`src/sv/upd_pkg.sv`:
```
// Shared types, character constants and hex-digit helper for the URI percent decoder.
package upd_pkg;

  localparam logic [7:0] ChPercent = 8'h25;
  localparam logic [7:0] ChPlus    = 8'h2B;
  localparam logic [7:0] ChSpace   = 8'h20;
  localparam logic [7:0] CaseBit   = 8'h20;
  localparam logic [7:0] ChZero    = 8'h30;
  localparam logic [7:0] ChLowA    = 8'h61;
  localparam logic [3:0] HexLetterBase = 4'd10;

  typedef enum logic [2:0] {
    MODE_USUAL       = 3'b001,
    MODE_AFTER_PCT   = 3'b010,
    MODE_AFTER_DIGIT = 3'b100
  } mode_e;

  typedef struct packed {
    mode_e      mode;
    logic [3:0] nibble;
  } upd_state_t;

  typedef struct packed {
    logic       valid;
    logic [7:0] data;
    logic       last;
  } upd_res_t;

  typedef struct packed {
    logic       ok;
    logic [3:0] val;
  } hex_t;

  function automatic hex_t hex_value(logic [7:0] b);
    hex_t       h;
    logic [7:0] low;
    logic [7:0] diff;
    h   = '0;
    low = b | CaseBit;
    if (b inside {[8'h30:8'h39]}) begin
      diff  = b - ChZero;
      h.ok  = 1'b1;
      h.val = diff[3:0];
    end else if (low inside {[8'h61:8'h66]}) begin
      diff  = low - ChLowA;
      h.ok  = 1'b1;
      h.val = diff[3:0] + HexLetterBase;
    end
    return h;
  endfunction

endpackage

```
`src/sv/upd_step.sv`:
```
// Per-byte decode step: next mode, held nibble and result for one input byte.
module upd_step (
  input  upd_pkg::mode_e     mode_i,
  input  logic [3:0]         nibble_i,
  input  logic [7:0]         byte_i,
  input  logic               last_i,
  output upd_pkg::upd_res_t  res_o,
  output upd_pkg::upd_state_t next_o
);

  upd_pkg::hex_t hex;

  assign hex = upd_pkg::hex_value(byte_i);

  always_comb begin
    res_o.valid = 1'b0;
    res_o.data  = 8'h00;
    res_o.last  = last_i;
    next_o.mode   = mode_i;
    next_o.nibble = nibble_i;
    case (mode_i)
      upd_pkg::MODE_USUAL: begin
        if (byte_i == upd_pkg::ChPercent) begin
          next_o.mode = upd_pkg::MODE_AFTER_PCT;
        end else begin
          res_o.valid = 1'b1;
          res_o.data  = (byte_i == upd_pkg::ChPlus) ? upd_pkg::ChSpace : byte_i;
        end
      end
      upd_pkg::MODE_AFTER_PCT: begin
        if (hex.ok) begin
          next_o.nibble = hex.val;
          next_o.mode   = upd_pkg::MODE_AFTER_DIGIT;
        end else begin
          next_o.mode = upd_pkg::MODE_USUAL;
          res_o.valid = 1'b1;
          res_o.data  = byte_i;
        end
      end
      default: begin
        next_o.mode = upd_pkg::MODE_USUAL;
        if (hex.ok) begin
          res_o.valid = 1'b1;
          res_o.data  = {nibble_i, hex.val};
        end
      end
    endcase
    if (last_i) begin
      next_o.mode   = upd_pkg::MODE_USUAL;
      next_o.nibble = 4'h0;
    end
  end

endmodule

```
`src/sv/uri_percent_decoder.sv`:
```
// URI percent decoder top level: input register, decode step, output register.
// Decodes one byte per transfer, one result per input byte, one byte per clock
// sustained while the master side does not stall. Each input byte passes
// through one input register, the decode step, and one output register before
// its result appears on the master side. The result register frees in the
// same cycle it is taken, so both sides may stream without gaps. tuser on the
// master side flags whether tdata carries a decoded byte; tdata is zero when it
// does not. tlast follows the input byte's tlast, and the escape state is
// cleared at every tlast.
module uri_percent_decoder (
  input  logic       clk_i,
  input  logic       rst_ni,
  input  logic       s_axis_tvalid,
  output logic       s_axis_tready,
  input  logic [7:0] s_axis_tdata,   // [7:0] in_byte
  input  logic       s_axis_tlast,
  output logic       m_axis_tvalid,
  input  logic       m_axis_tready,
  output logic [7:0] m_axis_tdata,   // [7:0] out_byte
  output logic       m_axis_tuser,   // [0] out_valid
  output logic       m_axis_tlast
);

  logic                s1_valid_q;
  logic [7:0]          s1_byte_q;
  logic                s1_last_q;
  upd_pkg::upd_state_t st_q;
  upd_pkg::upd_state_t st_d;
  upd_pkg::upd_res_t   res_d;
  upd_pkg::upd_res_t   res_q;
  logic                m_valid_q;
  logic                out_free;
  logic                adv;
  logic                s_accept;

  assign out_free      = !m_valid_q || m_axis_tready;
  assign adv           = s1_valid_q && out_free;
  assign s_axis_tready = !s1_valid_q || out_free;
  assign s_accept      = s_axis_tvalid && s_axis_tready;

  upd_step u_step (
    .mode_i   (st_q.mode),
    .nibble_i (st_q.nibble),
    .byte_i   (s1_byte_q),
    .last_i   (s1_last_q),
    .res_o    (res_d),
    .next_o   (st_d)
  );

  always_ff @(posedge clk_i or negedge rst_ni) begin
    if (!rst_ni) begin
      s1_valid_q <= 1'b0;
      m_valid_q  <= 1'b0;
      st_q.mode   <= upd_pkg::MODE_USUAL;
      st_q.nibble <= 4'h0;
    end else begin
      if (s_axis_tready) begin
        s1_valid_q <= s_axis_tvalid;
      end
      if (out_free) begin
        m_valid_q <= s1_valid_q;
      end
      if (adv) begin
        st_q <= st_d;
      end
    end
  end

  always_ff @(posedge clk_i) begin
    if (s_accept) begin
      s1_byte_q <= s_axis_tdata;
      s1_last_q <= s_axis_tlast;
    end
    if (adv) begin
      res_q <= res_d;
    end
  end

  assign m_axis_tvalid = m_valid_q;
  assign m_axis_tdata  = res_q.data;
  assign m_axis_tuser  = res_q.valid;
  assign m_axis_tlast  = res_q.last;

endmodule

```
`config.mk`:
```
export PLATFORM = sky130hd
export DESIGN_NAME = uri_percent_decoder
export DESIGN_NICKNAME = d
export VERILOG_FILES = /design/src/sv/upd_pkg.sv /design/src/sv/upd_step.sv /design/src/sv/uri_percent_decoder.sv
export SDC_FILE = /design/constraint.sdc
export NUM_CORES = 1
export LEC_CHECK = 0
export ABC_AREA = 1
export BUFFER_PORTS_ARGS = -buffer_cell sky130_fd_sc_hd__buf_2
export CORE_MARGIN = 2
export CORE_UTILIZATION = 59
export CTS_CLUSTER_SIZE = 24
export DETAILED_ROUTE_END_ITERATION = 10
export MAX_ROUTING_LAYER = met4
export PLACE_DENSITY_LB_ADDON = 0.15
export SLEW_MARGIN = 20
export SYNTH_ARGS = -nofsm -noshare
export SYNTH_HDL_FRONTEND = slang
export SYNTH_SLANG_ARGS = --single-unit
```
`constraint.sdc`:
```
create_clock -name clk_i -period 3.7 [get_ports clk_i]
set_input_delay 0.555 -clock clk_i [delete_from_list [all_inputs] [get_ports clk_i]]
set_output_delay 0.555 -clock clk_i [all_outputs]
set_load 0.02 [all_outputs]
```
==> flow_summary.ini, run 1 <==
[power_and_ir_drop]
power_mw = 0.927
seqPwrFrac = 0.471
leakage_nw = 0.823
swShare = 0.361
combPwrFrac = 0.341
powerDensity_mw_per_mm2 = 562
p_switching_mw = 0.334
peakVddDrop_uv = 356
pwr-share-clk = 0.188
internal-power_mw = 0.592

[hold_path]
hp-class = input port to asynchronous set/reset pin

[critical_path]
critPathMaxStageDelay_ps = 520
startpoint_type = flip-flop
required_ps = 3800
arrival_ps = 1960
regToRegEndpoint = m_axis_tuser
cp_slowest_cell = edfxtp_1
crit_cells = 9
r2r_cells = 9
crit_chain = inv_1, ha_1, nand2_1, nand3_2, nand2_4, nand2_4, inv_4, nor2_4, or2_1
rrSetupSlack_ps = 1840
cpMostUsedCell = nand2_4
r2r-start = s1_byte_q[0]
path_buf_inv = 2
crit_path_end_kind = flip-flop
worstPathMaxFanout = 10
cp_top_family = simple AND/OR/NAND/NOR gates
worstSetupPathType = flip-flop to flip-flop

[clock_tree]
cts.htree.levels = 1
clockRootBuffer = clkbuf_4
ctsResizeCount = 0
cts_tree = yes
clkLatencyLatePin_ps = 330
path_clk_slew_ps = 160
clock_tree.buffer_depth = 2
cts_hold_buf = 0
numCtsBuffers = 3
postCtsSetupBuffers = 0
cts.sinks = 28

[floorplanning]
die_w_um = 53.5
start_util = 0.642
die_area_mm2 = 0.00286
io_pins = 25
die_h_um = 53.5
row_count = 17
core_area_mm2 = 0.00225

[global_route]
track_usage = 0.244
antenna_found_initial = 0
grt_max_degree = 17
grt_pass1_vias = 1184
grt_overflow = 0
grt_pass1_wl_um = 4840

[timing]
hold_violations = 0
worstMarginPinSlew_ps = 444
final-setup-viol-count = 0
relSlewSlack = 0.704
tns_ps = 0
fin_crit_ps = 1860
fin_crit_sh = 0.504
fmaxAchievable_ghz = 0.536
holdWs_ps = 37.3
rsz0062_at_grt = false
slew_viol_final = 0
finalClockSkew_ps = 10.1

[yosys]
syn_nets = 179
ys_seq_area_frac = 0.551
ys_types = 22
syn_area_per_cell_um2 = 8.93
netlist_area_mm2 = 0.00145
ys_seq_elements = 28
synth_warnings = 0
synthCells = 162

[route]
drc_errors = 0
vias = 1199
vias_per_cell = 5.50
drt_pass1_iterations = 4
wire_per_inst_um = 13.4
drt-initial-drc-count = 41
routed_wl_um = 2920
ant_nets = 0

[run_status]
status = finished clean

[placed_design]
place_hpwl_um = 2350
place_inst = 214
gp_congestion = 0.924
port_buffers = 24

[cells_and_area]
fin_cells = 218
drive_gt1_frac = 0.242
areaGrowthSynthToFinish_pct = 14.0
layout_commonest_cell = nand2_1
fillers = 181
finalNetCount = 208
final_cell_mix = nand2_1 (56), buf_2 (24), inv_1 (20), edfxtp_1 (19), nand3_1 (17)
antenna_cells = 0

[job]
max-cap-violations = 0
==> metal layers <==
layer  GRT usage  routed length (um)
met5           -                   0
met4      0.0983                  68
met3      0.0395                 212
met2       0.436                1490
met1       0.267                1150
==> final cells by class <==
type                       instances  area, um2  area share
tap                               28       35.0      0.0212
inverter                          23       88.8      0.0539
multi-input combinational        111        561       0.340
sequential                        28        797       0.483
clock buffer                       4       47.5      0.0288
timing repair buffer              24        120      0.0728
==> Yosys cell counts <==
master	count	area [um2]
a21oi_1	2	10.0
a21oi_2	1	8.76
a31o_2	1	8.76
dfrtp_1	8	200
dfstp_2	1	26.3
edfxtp_1	19	571
ha_1	4	50.1
inv_1	20	75.1
inv_2	2	7.51
inv_4	1	6.26
nand2_1	56	210
nand2_2	3	18.8
nand2_4	2	22.5
nand3_1	17	85.1
nand3_2	3	30.0
nand4_1	4	25.0
nor2_1	8	30.0
nor2_2	3	18.8
nor2_4	1	11.3
nor3_1	2	10.0
o21ai_0	3	15.0
or2_1	1	6.26
==> logic make-up after synthesis <==
group                      synth area share
and+or+nand+nor                       0.324
AOI/OAI and AO/OA                    0.0294
buffers and inverters                0.0614
DFF                                   0.551
adders and majority gates            0.0346
==> state kept, by name, summed over array words and instances, names as in the netlist <==
signal,flops
m_axis_tdata,8
m_axis_tlast,1
m_axis_tuser,1
m_axis_tvalid,1
s1_byte_q,8
s1_last_q,1
s1_valid_q,1
st_q,7
==> worst max-delay path by stage <==
stage	from	end	slack, ps
floorplan	s1_byte_q[1]	m_axis_tuser	2010
global placement	s1_byte_q[1]	m_axis_tuser	1940
detailed placement	s1_byte_q[1]	m_axis_tuser	1860
global route	s1_byte_q[1]	m_axis_tuser	1730
CTS	s1_byte_q[1]	m_axis_tuser	1850
finish	s1_byte_q[0]	m_axis_tuser	1840
==> power groups by stage <==
stage	Sequential (mW)	Combinational, mW	Clock (mW)
2_1_floorplan	0.481	0.186	0
3_3_place_gp	0.442	0.306	0
3_5_place_dp	0.445	0.316	0
4_1_cts	0.437	0.316	0.176
5_1_grt	0.444	0.355	0.184
6_report	0.437	0.316	0.174
==> per-stage QoR <==
step,instance area (um2),setup WS [ps],utilization
after floorplan,1450,2010,-
after detailed placement,1600,1860,0.710
after CTS,1650,1850,0.731
after global routing,1650,1730,0.731
after global placement,1600,1940,0.710
final,1650,1840,0.731
Note: power is estimated with default switching activity, not from simulation.
==> run 2: changes to the inputs <==
--- a/config.mk
+++ b/config.mk
@@ -8,7 +8,7 @@
 export ABC_AREA = 1
 export BUFFER_PORTS_ARGS = -buffer_cell sky130_fd_sc_hd__buf_2
 export CORE_MARGIN = 2
-export CORE_UTILIZATION = 59
+export CORE_UTILIZATION = 49
 export CTS_CLUSTER_SIZE = 24
 export DETAILED_ROUTE_END_ITERATION = 10
 export MAX_ROUTING_LAYER = met4
==> constraint.sdc (replaced) <==
create_clock -name clk_i -period 1.59 [get_ports clk_i]
set_input_delay 0.2385 -clock clk_i [delete_from_list [all_inputs] [get_ports clk_i]]
set_output_delay 0.2385 -clock clk_i [all_outputs]
set_load 0.02 [all_outputs]
==> run 2 against run 1 <==
- cell count increased by 11%
- largest cell class unchanged
- final area up 20%
- the flow now finishes with violations (negative setup slack)
- fmax grew 9.3%
- clock power rose by 130%
- non-clock buffer count is 20 higher
==> flow_summary.ini, run 2 (synthesized netlist as in run 1, its figures left out) <==
[critical_path]
crit_path_end_kind = flip-flop
arrival_ps = 1800
cpMostUsedCell = nand2_1
cp_top_family = simple AND/OR/NAND/NOR gates
worstSetupPathType = flip-flop to flip-flop
cp_slowest_cell = edfxtp_1
critPathMaxStageDelay_ps = 480
required_ps = 1680
path_buf_inv = 1
worstPathMaxFanout = 7
startpoint_type = flip-flop
crit_chain = inv_2, ha_4, nand2_2, nand3_2, nand2_4, nand2_1, o21ai_0, nand2_1, nand3_1

[floorplanning]
die_h_um = 58.3
die_area_mm2 = 0.00340
row_count = 19
io_pins = 25
die_w_um = 58.3
start_util = 0.520
core_area_mm2 = 0.00278

[clock_tree]
path_clk_slew_ps = 150
clockRootBuffer = clkbuf_4
cts.htree.levels = 1
clock_tree.buffer_depth = 2
numCtsBuffers = 3
clkLatencyLatePin_ps = 320
cts.sinks = 28
cts_tree = yes

[route]
drc_errors = 0
wire_per_inst_um = 13.7
drt-initial-drc-count = 31
routed_wl_um = 3300
drt_pass1_iterations = 4
vias = 1268
ant_nets = 0
vias_per_cell = 5.26

[power_and_ir_drop]
peakVddDrop_uv = 1110
powerDensity_mw_per_mm2 = 1180
leakage_nw = 0.937

[timing]
worstMarginPinSlew_ps = 434
fin_crit_ps = 1710
finalClockSkew_ps = 6.02
fin_crit_sh = 1.07
final-setup-viol-count = 14
slew_viol_final = 0
tns_ps = -667
hold_violations = 0
rsz0062_at_grt = true
relSlewSlack = 0.708
setup_ws_ps = -116
fmaxAchievable_ghz = 0.586

[placed_design]
port_buffers = 24
gp_congestion = 0.858
post-place-ws_ps = -82.6
place_inst = 228
place_hpwl_um = 2330

[global_route]
grt_overflow = 0
grt_pass1_wl_um = 5240
grt_pass1_vias = 1220
track_usage = 0.212
grt_max_degree = 17
antenna_found_initial = 0

[hold_path]
hp-class = input port to flip-flop

[cells_and_area]
drive_gt1_frac = 0.443
final_cell_mix = nand2_1 (47), buf_2 (24), edfxtp_1 (19), buf_4 (14)
antenna_cells = 0
areaGrowthSynthToFinish_pct = 37.3
fin_cells = 241
finalNetCount = 228
layout_commonest_cell = nand2_1

[run_status]
status = finished with violations
violations = negative setup slack

[job]
max-cap-violations = 0
run 2: area by class of cell:
class                   count  area (um2)
flip-flops and latches     28         797
clock buffers               4        47.5
repair buffers             44         300
inverters                  23        96.3
multi-input cells         111         706
fillers                   194         796
well taps                  31        38.8
run 2: final timing paths:
kind / start / end / slack, ps / cells after the start
worst max register to register: s1_byte_q[0] / m_axis_tdata[1] / -120 / 9
max in group asynchronous: rst_ni / st_q[4] / 1050 / 2
worst min register to register: st_q[1] / st_q[1] / 520 / 2
worst min-delay path: s_axis_tlast / s1_last_q / 70 / 1
worst max-delay path: s1_byte_q[0] / m_axis_tdata[1] / -120 / 9
min in group asynchronous: rst_ni / st_q[3] / 290 / 2
run 2: power breakdown:
group | total (mW) | switching (mW) | internal (mW)
registers | 1.01 | 0.0536 | 0.958
logic | 0.929 | 0.584 | 0.344
clock network | 0.398 | 0.206 | 0.192
run 2: timing repair:
item / 4_1_cts / 5_1_grt
buffers inserted: 5 / 3
endpoints found under the hold margin: 9 / 0
pin swaps: 6 / 14
gates resized for setup: 8 / 35
cloned: 0 / 0
hold buffers: 1 / 0
setup endpoints to repair: 13 / 16
run 2: per-layer routing:
layer  global-route usage  part of all wire  vias up
li1                     -                 -      622
met1                0.246              0.40      583
met2                0.358              0.52       53
met3               0.0330             0.056       10
met4               0.0997             0.020        0
met5                    -                 0        -
run 2: metrics by stage:
stage / area [um2] / hold WS, ps / power [mW] / utilization
6_report: 1990 / 74.3 / 2.34 / 0.714
5_1_grt: 1990 / 46.7 / 2.49 / 0.714
4_1_cts: 1850 / 63.4 / 2.25 / 0.664
3_5_place_dp: 1710 / 107 / 1.83 / 0.615
3_3_place_gp: 1710 / 102 / 1.81 / 0.615
2_1_floorplan: 1460 / -57.1 / 1.56 / -
